[src/rtl/cv3bc_pkg.sv]
// Shared types and constants of the 3x3 convolution block with copied borders.
// Used by the front, the item queue, the back end and the top level.
`timescale 1ns / 1ps

package cv3bc_pkg;

  localparam int MAX_WIDTH  = 1024;
  localparam int MAX_HEIGHT = 4096;

  localparam int PIX_W    = 8;
  localparam int COL_W    = $clog2(MAX_WIDTH);
  localparam int ROW_W    = $clog2(MAX_HEIGHT);
  localparam int WCFG_W   = 11;
  localparam int HCFG_W   = 13;
  localparam int POS_W    = COL_W + ROW_W;
  localparam int TOT_W    = POS_W + 1;
  localparam int OWED_W   = COL_W + 1;
  localparam int COEF_W   = 16;
  localparam int KROW_W   = 3 * COEF_W;
  localparam int PROD_W   = PIX_W + 1 + COEF_W;
  localparam int RSUM_W   = PROD_W + 2;
  localparam int SUM_W    = RSUM_W + 2;
  localparam int CFG_IDX_W  = 3;
  localparam int CFG_DATA_W = KROW_W;
  localparam int OUT_DATA_W = 32;

  localparam int QDEPTH  = 4;
  localparam int QPTR_W  = $clog2(QDEPTH);

  // divider sequencing: a wait state, a load state, then one step per quotient bit
  localparam int DIV_LOAD  = POS_W + 1;
  localparam int DIV_START = POS_W + 2;
  localparam int DIV_CNT_W = $clog2(DIV_START + 1);

  localparam logic [WCFG_W-1:0] WIDTH_RST  = WCFG_W'(640);
  localparam logic [HCFG_W-1:0] HEIGHT_RST = HCFG_W'(480);
  localparam logic [KROW_W-1:0] KTOP_RST   = '0;
  localparam logic [KROW_W-1:0] KMID_RST   = KROW_W'(48'h0000_0100_0000);
  localparam logic [KROW_W-1:0] KBOT_RST   = '0;

  typedef enum logic [CFG_IDX_W-1:0] {
    REG_WIDTH  = 3'd0,
    REG_HEIGHT = 3'd1,
    REG_KTOP   = 3'd2,
    REG_KMID   = 3'd3,
    REG_KBOT   = 3'd4
  } cv3bc_reg_e;

  typedef enum logic {
    OP_PIXEL = 1'b0,
    OP_DRAIN = 1'b1
  } cv3bc_op_e;

  typedef enum logic [1:0] {
    SRC_WINDOW = 2'd0,
    SRC_LOWER  = 2'd1,
    SRC_UPPER  = 2'd2,
    SRC_ZERO   = 2'd3
  } cv3bc_src_e;

  typedef struct packed {
    cv3bc_op_e         op;
    cv3bc_src_e        src;
    logic [COL_W-1:0]  addr;
    logic [PIX_W-1:0]  pix;
    logic              emit;
    logic              interior;
    logic [ROW_W-1:0]  row;
    logic [COL_W-1:0]  col;
    logic              last;
  } cv3bc_item_t;

  typedef logic [2:0][KROW_W-1:0] cv3bc_kernel_t;

endpackage

[src/rtl/cv3bc_queue.sv]
// Short first-word-fall-through queue of classified requests between front and back.
// Depends on cv3bc_pkg.
`timescale 1ns / 1ps

module cv3bc_queue import cv3bc_pkg::*; (
  input  logic         clk_i,
  input  logic         rst_ni,
  input  logic         push_i,
  input  cv3bc_item_t  item_i,
  output logic         full_o,
  input  logic         pop_i,
  output logic         empty_o,
  output cv3bc_item_t  head_o
);

  cv3bc_item_t       entry_q [QDEPTH];
  logic [QPTR_W-1:0] wr_ptr_q, rd_ptr_q;
  logic [QPTR_W:0]   count_q;

  assign full_o  = count_q == (QPTR_W + 1)'(QDEPTH);
  assign empty_o = count_q == '0;
  assign head_o  = entry_q[rd_ptr_q];

  always_ff @(posedge clk_i) begin
    if (push_i) entry_q[wr_ptr_q] <= item_i;
  end

  always_ff @(posedge clk_i or negedge rst_ni) begin
    if (!rst_ni) begin
      wr_ptr_q <= '0;
      rd_ptr_q <= '0;
      count_q  <= '0;
    end else begin
      if (push_i) wr_ptr_q <= wr_ptr_q + QPTR_W'(1);
      if (pop_i)  rd_ptr_q <= rd_ptr_q + QPTR_W'(1);
      case ({push_i, pop_i})
        2'b10:   count_q <= count_q + (QPTR_W + 1)'(1);
        2'b01:   count_q <= count_q - (QPTR_W + 1)'(1);
        default: count_q <= count_q;
      endcase
    end
  end

`ifndef NO_ASSERTIONS
  a_no_overflow: assert property (@(posedge clk_i) disable iff (!rst_ni)
    push_i |-> !full_o)
    else $error("request pushed into full queue");
  a_no_underflow: assert property (@(posedge clk_i) disable iff (!rst_ni)
    pop_i |-> !empty_o)
    else $error("request popped from empty queue");
  a_count_bound: assert property (@(posedge clk_i) disable iff (!rst_ni)
    count_q <= (QPTR_W + 1)'(QDEPTH))
    else $error("queue count out of range");
`endif

endmodule

[config.mk]
export PLATFORM = sky130hd
export DESIGN_NAME = cv3bc_queue
export DESIGN_NICKNAME = d
export VERILOG_FILES = /design/src/rtl/cv3bc_pkg.sv /design/src/rtl/cv3bc_queue.sv
export SDC_FILE = /design/constraint.sdc
export NUM_CORES = 1
export LEC_CHECK = 0
export BUFFER_PORTS_ARGS = -buffer_cell sky130_fd_sc_hd__buf_2
export CAP_MARGIN = 10
export CORE_UTILIZATION = 45
export CTS_BUF_LIST = sky130_fd_sc_hd__clkbuf_4
export CTS_CLUSTER_DIAMETER = 150
export DETAILED_ROUTE_END_ITERATION = 10
export PLACE_DENSITY = 0.65
export SYNTH_ARGS = -nofsm -noshare
export SYNTH_HDL_FRONTEND = slang
export SYNTH_SLANG_ARGS = --single-unit
[constraint.sdc]
create_clock -name clk_i -period 2.6 [get_ports clk_i]
set_clock_uncertainty 0.1 [all_clocks]
set_input_delay 0.13 -clock clk_i [delete_from_list [all_inputs] [get_ports clk_i]]
set_output_delay 0.13 -clock clk_i [all_outputs]
set_load 0.1 [all_outputs]
==> results.py <==
metrics = {
    "grt": {
        "grt_pass1_vias": 3604,
        "grt_pass1_wl_microns": 19100,
        "grt_overflow": 0,
        "antenna_found_initial": 1,
        "grt_max_degree": 31,
        "track_usage": 0.166,
    },
    "critical_path": {
        "path_cells": "buf_12, mux4_2, buf_2",
        "required_ns": 2.37,
        "cp.arrival_ns": 2.17,
        "crit_path_end_kind": "output pin",
        "critPathTopFamily": "buffers and inverters",
        "reg2reg_slack_ns": 0.74,
        "cp_slowest_cell": "dfrtp_4",
        "crit_fanout": 30,
        "start_kind": "register",
        "rr_startpoint": "wr_ptr_q[1]",
        "path_class": "register to output pin",
        "critPathMaxStageDelay_ns": 0.66,
        "crit_buf_inv": 2,
        "reg2regPathDepth": 4,
        "r2r-end": "entry_q[0][25]",
    },
    "route": {
        "wl_per_cell_microns": 19.0,
        "vias": 3301,
        "antenna_left": 0,
        "first_pass_iters": 4,
        "drtIter0Drc": 181,
        "drc": 0,
        "vias_per_cell": 5.09,
        "wl_microns": 12300,
    },
    "sta": {
        "tightest_slew_ns": 0.557,
        "min_period_ns": 2.40,
        "slew_headroom": 0.628,
        "rsz0062_at_grt": "false",
        "final.period_utilization": 0.921,
        "tns_ns": 0,
        "final-hold-violation-count": 0,
        "fmax_ghz": 0.417,
        "drv_slew": 0,
        "finalSetupViolCount": 0,
    },
    "finish": {
        "syn2layout_area_growth_pct": 22.8,
        "final_cell_mix": "edfxtp_1 (184), buf_2 (97), dlygate4sd3_1 (50)",
        "layout_commonest_cell": "edfxtp_1",
        "drive_gt1_frac": 0.420,
        "nNetsFinal": 502,
    },
    "clocking": {
        "cts_sinks": 191,
        "path_clk_slew_ns": 0.15,
        "cts.path.max_buffers": 2,
        "clk_latency_ns": 0.57,
        "cts_buffers": 17,
        "htree_levels": 4,
        "tritoncts": "yes",
        "clockRootBuffer": "clkbuf_4",
    },
    "logic_synthesis": {
        "synth_cell_types": 18,
        "netlist_area_sq_um": 7030,
        "yosys.area.top_type_share": 0.786,
        "synthTopCellsByArea": "edfxtp_1 (79%), mux4_2 (15%), dfrtp_1 (2.5%), ha_1 (0.89%), xor2_1 (0.50%)",
        "yosys_warnings": 0,
        "ys_ff_latch": 191,
        "syn-instance-count": 277,
        "postSynthAreaPerCell_sq_um": 25.4,
        "synth_largest_area_cell": "edfxtp_1",
        "seq_area_frac_synth": 0.811,
        "synth_fp_nets": 333,
    },
    "floorplan": {
        "initial_core_util": 0.462,
        "die_y_microns": 127,
        "ios": 98,
        "rows": 45,
        "die_area_sq_um": 16100,
        "coreArea_sq_um": 15200,
        "die_w_microns": 127,
    },
    "place": {
        "place_congestion": 0.676,
        "io_buffers": 97,
        "hpwl_microns": 7370,
    },
    "min_path": {
        "min_to": "entry_q[1][21]",
        "hp-class": "input pin to register",
        "hold_depth": 2,
        "hold_path_startpoint": "item_i[21]",
    },
    "job": {
        "cap_violations": 0,
    },
    "status": {
        "status": "completed",
    },
}
-- layout make-up --
type | count | area (sq um)
tap | 188 | 235
multi-input combinational | 70 | 1240
fill | 1156 | 6570
sequential | 191 | 5710
antenna | 1 | 2.50
inverter | 6 | 22.5
clock inverter | 15 | 136
timing repair buffer | 160 | 1160
clock buffer | 17 | 128
-- cells in the mapped netlist --
cell type and n:
nor3_1 1, clkbuf_1 1, inv_1 6, xnor2_1 2
xor2_1 4, ha_1 5, fa_1 1, o21ai_0 2
and3_1 1, buf_2 4, nand2_1 3, buf_6 3
mux4_2 46, dfrtp_1 7, edfxtp_1 184, and2_1 4
nor2_1 1, buf_4 2
-- worst max-delay path by stage --
stage | slack, ns | depth (start not counted) | end | startpoint
after floorplan | 0.37 | 3 | entry_q[2][0] | wr_ptr_q[0]
after global placement | 0.60 | 3 | head_o[6] | rd_ptr_q[0]
after detailed placement | 0.60 | 3 | head_o[6] | rd_ptr_q[0]
after CTS | 0.11 | 3 | head_o[18] | rd_ptr_q[1]
after global routing | 0.08 | 3 | head_o[18] | rd_ptr_q[1]
final | 0.20 | 3 | head_o[18] | rd_ptr_q[1]
-- sequential cells by signal, indices dropped and copies added (netlist names) --
register,cells
count_q,3
entry_q,184
rd_ptr_q,2
wr_ptr_q,2
-- per-layer routing --
layer / track usage / share of wire / up-vias
li1: - / - / 1501
met1: 0.201 / 0.43 / 1713
met2: 0.288 / 0.52 / 77
met3: 0.0436 / 0.037 / 10
met4: 0.0630 / 0.014 / 0
met5: 0 / 0 / -
-- metrics by stage --
stage               cells  hold slack [ns]  cell area, sq um  worst slack [ns]   util
floorplan             277           -0.266              7030             0.369      -
global placement      563           -0.115              7850             0.604  0.516
detailed placement    563           -0.111              7850             0.602  0.516
CTS                   647            0.139              8630             0.109  0.568
global route          648            0.139              8630            0.0811  0.568
finish                648            0.206              8630             0.204  0.568
-- kinds of logic after synthesis --
family          Yosys count  share of synthesized area
compound gates            2                    0.00142
xor+xnor                  6                    0.00748
fa+ha+maj                 6                     0.0118
buf+inv                  16                     0.0135
flops                   191                      0.811
mux                      46                      0.147
simple gates             10                    0.00730
-- what timing repair did --
action                     4_1_cts  5_1_grt
gates resized for setup          1        0
buffers inserted                 2        0
hold buffers                    50        0
setup endpoints to repair       28        0
hold endpoints to repair       197        0
Power is not shown: default switching activity piles up to over one toggle a cycle in this logic, so the estimate is an artifact.
