--- config.mk ---
export PLATFORM = sky130hd
export DESIGN_NAME = cv3bc_front
export DESIGN_NICKNAME = d
export VERILOG_FILES = /design/src/rtl/cv3bc_pkg.sv /design/src/rtl/cv3bc_front.sv
export SDC_FILE = /design/constraint.sdc
export NUM_CORES = 1
export LEC_CHECK = 0
export ABC_AREA = 1
export BUFFER_PORTS_ARGS = -buffer_cell sky130_fd_sc_hd__buf_2
export CORE_MARGIN = 2
export CORE_UTILIZATION = 45
export DETAILED_ROUTE_END_ITERATION = 10
export GPL_TIMING_DRIVEN = 0
export MAX_ROUTING_LAYER = met4
export PLACE_DENSITY_LB_ADDON = 0.12
export SYNTH_ARGS = -nofsm -noshare
export SYNTH_HDL_FRONTEND = slang
export SYNTH_SLANG_ARGS = --single-unit
--- constraint.sdc ---
create_clock -name clk_i -period 15.4 [get_ports clk_i]
set_input_delay 1.54 -clock clk_i [delete_from_list [all_inputs] [get_ports clk_i]]
set_output_delay 1.54 -clock clk_i [all_outputs]
set_load 0.05 [all_outputs]
--- src/rtl/cv3bc_pkg.sv ---
// Shared types and constants of the 3x3 convolution block with copied borders.
// Used by the front, the item queue, the back end and the top level.
`timescale 1ns / 1ps

package cv3bc_pkg;

  localparam int MAX_WIDTH  = 1024;
  localparam int MAX_HEIGHT = 4096;

  localparam int PIX_W    = 8;
  localparam int COL_W    = $clog2(MAX_WIDTH);
  localparam int ROW_W    = $clog2(MAX_HEIGHT);
  localparam int WCFG_W   = 11;
  localparam int HCFG_W   = 13;
  localparam int POS_W    = COL_W + ROW_W;
  localparam int TOT_W    = POS_W + 1;
  localparam int OWED_W   = COL_W + 1;
  localparam int COEF_W   = 16;
  localparam int KROW_W   = 3 * COEF_W;
  localparam int PROD_W   = PIX_W + 1 + COEF_W;
  localparam int RSUM_W   = PROD_W + 2;
  localparam int SUM_W    = RSUM_W + 2;
  localparam int CFG_IDX_W  = 3;
  localparam int CFG_DATA_W = KROW_W;
  localparam int OUT_DATA_W = 32;

  localparam int QDEPTH  = 4;
  localparam int QPTR_W  = $clog2(QDEPTH);

  // divider sequencing: a wait state, a load state, then one step per quotient bit
  localparam int DIV_LOAD  = POS_W + 1;
  localparam int DIV_START = POS_W + 2;
  localparam int DIV_CNT_W = $clog2(DIV_START + 1);

  localparam logic [WCFG_W-1:0] WIDTH_RST  = WCFG_W'(640);
  localparam logic [HCFG_W-1:0] HEIGHT_RST = HCFG_W'(480);
  localparam logic [KROW_W-1:0] KTOP_RST   = '0;
  localparam logic [KROW_W-1:0] KMID_RST   = KROW_W'(48'h0000_0100_0000);
  localparam logic [KROW_W-1:0] KBOT_RST   = '0;

  typedef enum logic [CFG_IDX_W-1:0] {
    REG_WIDTH  = 3'd0,
    REG_HEIGHT = 3'd1,
    REG_KTOP   = 3'd2,
    REG_KMID   = 3'd3,
    REG_KBOT   = 3'd4
  } cv3bc_reg_e;

  typedef enum logic {
    OP_PIXEL = 1'b0,
    OP_DRAIN = 1'b1
  } cv3bc_op_e;

  typedef enum logic [1:0] {
    SRC_WINDOW = 2'd0,
    SRC_LOWER  = 2'd1,
    SRC_UPPER  = 2'd2,
    SRC_ZERO   = 2'd3
  } cv3bc_src_e;

  typedef struct packed {
    cv3bc_op_e         op;
    cv3bc_src_e        src;
    logic [COL_W-1:0]  addr;
    logic [PIX_W-1:0]  pix;
    logic              emit;
    logic              interior;
    logic [ROW_W-1:0]  row;
    logic [COL_W-1:0]  col;
    logic              last;
  } cv3bc_item_t;

  typedef logic [2:0][KROW_W-1:0] cv3bc_kernel_t;

endpackage

--- src/rtl/cv3bc_front.sv ---
// Front end: accepts stream items, keeps input/output position counters and
// classifies each item into a queue request. Depends on cv3bc_pkg.
`timescale 1ns / 1ps

module cv3bc_front import cv3bc_pkg::*; (
  input  logic               clk_i,
  input  logic               rst_ni,
  input  logic               in_valid_i,
  output logic               in_ready_o,
  input  cv3bc_op_e          in_op_i,
  input  logic [PIX_W-1:0]   in_pix_i,
  input  logic [WCFG_W-1:0]  width_i,
  input  logic [HCFG_W-1:0]  height_i,
  input  logic               size_wr_i,
  input  logic               full_i,
  output logic               push_o,
  output cv3bc_item_t        item_o
);

  logic [WCFG_W-1:0]    w_q;
  logic [HCFG_W-1:0]    h_q;
  logic [TOT_W-1:0]     total_q;

  logic [COL_W-1:0]     col_q, col_d;
  logic [ROW_W-1:0]     row_q, row_d;
  logic [OWED_W-1:0]    owed_q, owed_d;
  logic                 draining_q, draining_d;
  logic [POS_W-1:0]     pos_q, pos_d;
  logic [ROW_W-1:0]     orow_q, orow_d;
  logic [COL_W-1:0]     ocol_q, ocol_d;

  logic [DIV_CNT_W-1:0] div_cnt_q;
  logic [POS_W-1:0]     dq_q, dq_nx;
  logic [WCFG_W-1:0]    dr_q, dr_nx;
  logic [WCFG_W:0]      div_sh, div_diff;
  logic                 div_ge, busy;

  logic                 accept, pix_op, restart, keep;
  logic [POS_W-1:0]     pos_b, pos_e, pos_nx;
  logic [ROW_W-1:0]     r_b, r_e, r_nx;
  logic [COL_W-1:0]     c_b, c_e, c_nx;
  logic [OWED_W-1:0]    owed_b;
  logic                 wrap0, pos_end, col_end, interior, last, pemit, dok;
  logic [TOT_W-1:0]     pos_inc;
  logic [WCFG_W-1:0]    ic1, wm1, dsub;
  logic                 iwrap;
  logic [HCFG_W-1:0]    ir1;
  logic [COL_W-1:0]     col_nx;
  logic [ROW_W-1:0]     row_nx;
  logic                 owed_le_w, owed_is_w1;

  // effective frame size, saturated to the supported range
  always_ff @(posedge clk_i or negedge rst_ni) begin
    if (!rst_ni) begin
      w_q     <= WIDTH_RST;
      h_q     <= HEIGHT_RST;
      total_q <= TOT_W'(WIDTH_RST) * TOT_W'(HEIGHT_RST);
    end else begin
      if (width_i == '0) w_q <= WCFG_W'(1);
      else if (width_i > WCFG_W'(MAX_WIDTH)) w_q <= WCFG_W'(MAX_WIDTH);
      else w_q <= width_i;
      if (height_i == '0) h_q <= HCFG_W'(1);
      else if (height_i > HCFG_W'(MAX_HEIGHT)) h_q <= HCFG_W'(MAX_HEIGHT);
      else h_q <= height_i;
      total_q <= TOT_W'(w_q) * TOT_W'(h_q);
    end
  end

  // restoring divider: output row/column from the raster position after a size change
  assign busy     = div_cnt_q != '0;
  assign div_sh   = {dr_q, dq_q[POS_W-1]};
  assign div_diff = div_sh - {1'b0, w_q};
  assign div_ge   = div_sh >= {1'b0, w_q};
  assign dr_nx    = div_ge ? div_diff[WCFG_W-1:0] : div_sh[WCFG_W-1:0];
  assign dq_nx    = {dq_q[POS_W-2:0], div_ge};

  always_ff @(posedge clk_i or negedge rst_ni) begin
    if (!rst_ni) begin
      div_cnt_q <= '0;
    end else if (size_wr_i) begin
      div_cnt_q <= DIV_CNT_W'(DIV_START);
    end else if (busy) begin
      div_cnt_q <= div_cnt_q - DIV_CNT_W'(1);
    end
  end

  always_ff @(posedge clk_i) begin
    if (div_cnt_q == DIV_CNT_W'(DIV_LOAD)) begin
      dq_q <= pos_q;
      dr_q <= '0;
    end else if (busy) begin
      dq_q <= dq_nx;
      dr_q <= dr_nx;
    end
  end

  assign in_ready_o = !busy && !full_i && !size_wr_i;
  assign accept     = in_valid_i && in_ready_o;
  assign pix_op     = in_op_i == OP_PIXEL;
  assign restart    = pix_op && draining_q;

  // a pixel after a drain starts a fresh pipeline
  assign pos_b  = restart ? '0 : pos_q;
  assign r_b    = restart ? '0 : orow_q;
  assign c_b    = restart ? '0 : ocol_q;
  assign owed_b = restart ? '0 : owed_q;

  assign wrap0   = {1'b0, pos_b} >= total_q;
  assign pos_e   = wrap0 ? '0 : pos_b;
  assign r_e     = wrap0 ? '0 : r_b;
  assign c_e     = wrap0 ? '0 : c_b;
  assign pos_inc = {1'b0, pos_e} + TOT_W'(1);
  assign pos_end = pos_inc >= total_q;
  assign col_end = ({1'b0, c_e} + WCFG_W'(1)) == w_q;
  assign pos_nx  = pos_end ? '0 : pos_inc[POS_W-1:0];
  assign r_nx    = pos_end ? '0 : (col_end ? r_e + ROW_W'(1) : r_e);
  assign c_nx    = (pos_end || col_end) ? '0 : c_e + COL_W'(1);

  assign interior = (r_e != '0) && (({1'b0, r_e} + HCFG_W'(1)) < h_q) &&
                    (c_e != '0) && (({1'b0, c_e} + WCFG_W'(1)) < w_q);
  assign last     = ({1'b0, r_e} == h_q - HCFG_W'(1)) && ({1'b0, c_e} == w_q - WCFG_W'(1));

  // input raster position
  assign ic1    = {1'b0, col_q} + WCFG_W'(1);
  assign iwrap  = ic1 >= w_q;
  assign ir1    = {1'b0, row_q} + HCFG_W'(iwrap);
  assign row_nx = (ir1 >= h_q) ? '0 : ir1[ROW_W-1:0];
  assign col_nx = iwrap ? '0 : ic1[COL_W-1:0];

  assign pemit      = {1'b0, owed_b} >= ({1'b0, w_q} + (WCFG_W + 1)'(1));
  assign dok        = (owed_q != '0) && (row_q == '0) && (col_q == '0);
  assign owed_le_w  = owed_q <= w_q;
  assign owed_is_w1 = {1'b0, owed_q} == ({1'b0, w_q} + (WCFG_W + 1)'(1));
  assign wm1        = w_q - WCFG_W'(1);
  assign dsub       = w_q - owed_q;

  always_comb begin
    col_d      = col_q;
    row_d      = row_q;
    owed_d     = owed_q;
    draining_d = draining_q;
    pos_d      = pos_q;
    orow_d     = orow_q;
    ocol_d     = ocol_q;
    keep       = 1'b0;
    item_o     = '0;
    item_o.row      = r_e;
    item_o.col      = c_e;
    item_o.last     = last;
    item_o.pix      = in_pix_i;
    if (accept) begin
      if (pix_op) begin
        keep            = 1'b1;
        item_o.op       = OP_PIXEL;
        item_o.src      = SRC_WINDOW;
        item_o.addr     = col_q;
        item_o.emit     = pemit;
        item_o.interior = interior;
        col_d           = col_nx;
        row_d           = row_nx;
        draining_d      = 1'b0;
        if (pemit) begin
          owed_d = owed_b;
          pos_d  = pos_nx;
          orow_d = r_nx;
          ocol_d = c_nx;
        end else begin
          owed_d = owed_b + OWED_W'(1);
          pos_d  = pos_b;
          orow_d = r_b;
          ocol_d = c_b;
        end
      end else if (dok) begin
        keep        = 1'b1;
        item_o.op   = OP_DRAIN;
        item_o.emit = 1'b1;
        if (owed_le_w) begin
          item_o.src  = SRC_LOWER;
          item_o.addr = dsub[COL_W-1:0];
        end else if (owed_is_w1) begin
          item_o.src  = SRC_UPPER;
          item_o.addr = wm1[COL_W-1:0];
        end else begin
          item_o.src  = SRC_ZERO;
        end
        owed_d     = owed_q - OWED_W'(1);
        draining_d = 1'b1;
        pos_d      = pos_nx;
        orow_d     = r_nx;
        ocol_d     = c_nx;
      end
    end
  end

  assign push_o = keep;

  always_ff @(posedge clk_i or negedge rst_ni) begin
    if (!rst_ni) begin
      col_q      <= '0;
      row_q      <= '0;
      owed_q     <= '0;
      draining_q <= 1'b0;
      pos_q      <= '0;
      orow_q     <= '0;
      ocol_q     <= '0;
    end else begin
      col_q      <= col_d;
      row_q      <= row_d;
      owed_q     <= owed_d;
      draining_q <= draining_d;
      pos_q      <= pos_d;
      if (div_cnt_q == DIV_CNT_W'(1)) begin
        orow_q <= dq_nx[ROW_W-1:0];
        ocol_q <= dr_nx[COL_W-1:0];
      end else begin
        orow_q <= orow_d;
        ocol_q <= ocol_d;
      end
    end
  end

`ifndef NO_ASSERTIONS
  a_ocol_in_row: assert property (@(posedge clk_i) disable iff (!rst_ni)
    !busy |-> ({1'b0, ocol_q} < w_q))
    else $error("output column beyond frame width");
  a_owed_bound: assert property (@(posedge clk_i) disable iff (!rst_ni)
    owed_q <= OWED_W'(MAX_WIDTH + 1))
    else $error("owed output count out of range");
`endif

endmodule

==> summary.txt <==
CTS
  • CTS tree: yes
  • Setup Buffers After CTS: 0
  • Total CTS buffers: 17
  • Clk root buf: clkbuf_16
  • PostCTS Resize Cnt: 0
  • Depth of the CTS H-tree: 4
  • # hold bufs at CTS: 0
  • Worst-path clk slew: 0.07 ns
  • Clk_lat worst skew: 0.52 ns
  • Clk buf depth: 2
  • Clock sinks: 163

Placed design
  • Detailed placer's ending HPWL: 53570 um
  • GP Congestion: a little under 1
  • Inst Count DP: 3435
  • DP Worst Slack: ~5.9 ns
  • # port buffers: 76

STA
  • Worst Skew: 0.02162 ns
  • Max Slew Vio Count: 0
  • Final hold violations: 0
  • Fmax: 0.1036 GHz
  • Slew @ Worst Pin: 1.114 ns
  • Period Utilization, post-route: 62.66%
  • Final setup violation count: 0
  • Final min period: just under 10 ns
  • Worst setup margin: 5.751 ns
  • Setup TNS: 0 ns
  • Slew HR: 25.16%
  • RSZ-0062 raised after global routing: no

Logic synthesis
  • Yosys warnings: 0
  • Avg Synthesized Cell Area: 7.093 sq um
  • Syn Nets: 3122
  • Ys flop type: dfrtp_1
  • Post-synth EDFFs: 22
  • Synth top area share: 15.27%
  • Yosys top cell by area: dfrtp_1
  • Synth async-reset ratio: 79.75%
  • Sequential area share after synthesis: about a fifth
  • Top post-synthesis cells by area: dfrtp_1, ha_1, nand2_1
  • Post-synthesis cell count: 2773
  • Yosys cell types: 62
  • Synthesized cell area: a little under 0.02 sq mm
  • Yosys reg bits: about 160

Floorplan
  • DIE WIDTH: 213.1 um
  • Row cnt: 76
  • Die ar.: ~0.045 sq mm
  • Initial Util: between 40% and 50%
  • Die Y: approximately 210 um
  • IO Count: between 80 and 90
  • Core area: 0.04308 sq mm

Global routing
  • Largest net degree at the start of global routing: 90
  • Initial antenna violation count: 1
  • First-pass GRT wire length: 102500 um
  • Number of global-route vias before repair: 18060
  • Gr usage total: 31.16%
  • GRT overflow: 0

Setup path
  • Slowest stage cell, crit path: nor3_1
  • Worst Path Required: 13.86 ns
  • Critical path's largest stage delay: ~0.85 ns
  • CP Launch Type: primary input
  • Critical path type: in -> out
  • CP Capture Type: primary output
  • Critical Path Fanout Max: 10
  • CP arrival: 8.11 ns
  • CP most frequent cell: nand2_1

Finish
  • Layout cells sized above 1: under 10%
  • Synthesis-to-layout area growth: 8.798%
  • Layout Cells excl Fill: 3468
  • Final net count: approximately 3200
  • Commonest non-fill, non-tap cell in the layout: nand2_1
  • Commonest non-fill, non-tap cells in the layout: nand2_1, inv_1, nor2_1, ha_1, a21oi_1

Power
  • Worst vdd ir: ~0.11 mV
  • Pwr/cell area: 99.16 mW/mm^2
  • Leak: 11.49 nW

Detailed routing
  • DR vias/cell: 5.417
  • DR WL/cell: 19.16 um
  • Post-route DRC: 0
  • Final WL: 66460 um
  • Total number of vias: 18790
  • Pre-Repair DR Iteration Count: 8
  • DR iter-0 viols: 1636
  • Routed Antenna Nets: 0

Run status
  • Run status: finished, final reports clean

Job
  • Max-cap viol count: 0

Hold path
  • Hold Path Class: reg -> reg
[synthesized netlist by cell type, types with 4 or more instances]
cell type / instances
nand2_1: 632
inv_1: 472
nor2_1: 268
ha_1: 212
a21oi_1: 149
nand3_1: 132
dfrtp_1: 120
o21ai_0: 106
fa_1: 99
xor2_1: 79
clkbuf_1: 54
nand4_1: 52
xnor2_1: 27
nor3_1: 25
nor2_2: 23
edfxtp_1: 22
buf_2: 19
buf_4: 19
inv_2: 19
nor4_1: 19
o22ai_1: 19
o21ai_1: 16
o211ai_1: 15
a22oi_1: 14
nor2_4: 13
and2_1: 12
nand3b_1: 12
dfxtp_1: 11
nand2_2: 11
dfstp_2: 10
o21bai_1: 7
o31ai_1: 7
clkinv_1: 6
a21o_1: 5
a31oi_1: 5
buf_6: 5
nor2_8: 5
a21boi_0: 4
o2111ai_1: 4
o221ai_1: 4
[per-layer routing]
metal | track usage, % | wire length (um) | vias up
met2 | 46.18 | 29070 | 717
met1 | 41.99 | 30040 | 8923
met4 | 11.53 | 2176 | 0
met3 | 6.413 | 5176 | 110
li1 | - | - | 9037
met5 | - | 0 | -
[logic make-up after synthesis]
family	count (synthesis)	share of synthesized area [%]
adder cells (fa/ha/maj)	311	23.56
AO/OA/AOI/OAI	373	10.85
flip-flops	163	21.08
XOR/XNOR	107	4.803
buffers and inverters	598	12.17
AND/OR/NAND/NOR	1221	27.53
[state kept, by name (all words and copies together), names as in the netlist, 11 cells and up]
signal   flops
total_q     23
dq_q        22
pos_q       22
h_q         13
orow_q      12
row_q       12
dr_q        11
owed_q      11
w_q         11
[worst max-delay path, delay by kind of cell]
family / cells / cell delay (ns)
AO/OA/AOI/OAI: 5 / 0.80
adder cells (fa/ha/maj): 3 / 1.00
buffers and inverters: 6 / 1.81
AND/OR/NAND/NOR: 15 / 2.90
[stage by stage]
step | hold slack [ns] | utilization (%) | power (mW) | instance area, sq um
after CTS | 0.4903 | 49.67 | 2.122 | 21400
final | 0.4904 | 49.67 | 2.122 | 21400
after global placement | 0.4642 | 48.24 | 1.622 | 20780
after floorplan | 0.4488 | - | 1.354 | 19670
after detailed placement | 0.4689 | 48.32 | 1.651 | 20820
after global routing | 0.5148 | 49.67 | 2.291 | 21400
[path summary, 6_finish.rpt]
kind	from	to	slack (ns)	cells past startpoint
min reg2reg	orow_q[10]	orow_q[10]	0.49	2
max reg2reg	draining_q	pos_q[13]	7.93	33
min	orow_q[10]	orow_q[10]	0.49	2
max in group asynchronous	rst_ni	w_q[9]	13.58	2
min in group asynchronous	rst_ni	pos_q[15]	0.95	1
max	in_op_i	item_o[23]	5.75	29
[report_power, final]
part / internal [mW] / switching [mW] / leakage [nW]
combinational: 0.371 / 0.709 / 9.39
sequential: 0.530 / 0.0524 / 1.82
clock: 0.241 / 0.219 / 0.279
[area by class of cell]
class	instances	area, sq um
diodes	1	2.502
plain buffers	101	529.3
clock buffers	19	432.9
clock inverters	13	147.6
fillers	4405	21680
inverters	497	1866
multi-input cells	2012	13130
flip-flops and latches	163	4146
well taps	585	732.0
repair buffers	77	414.1
(Power assumes the default switching activity.)
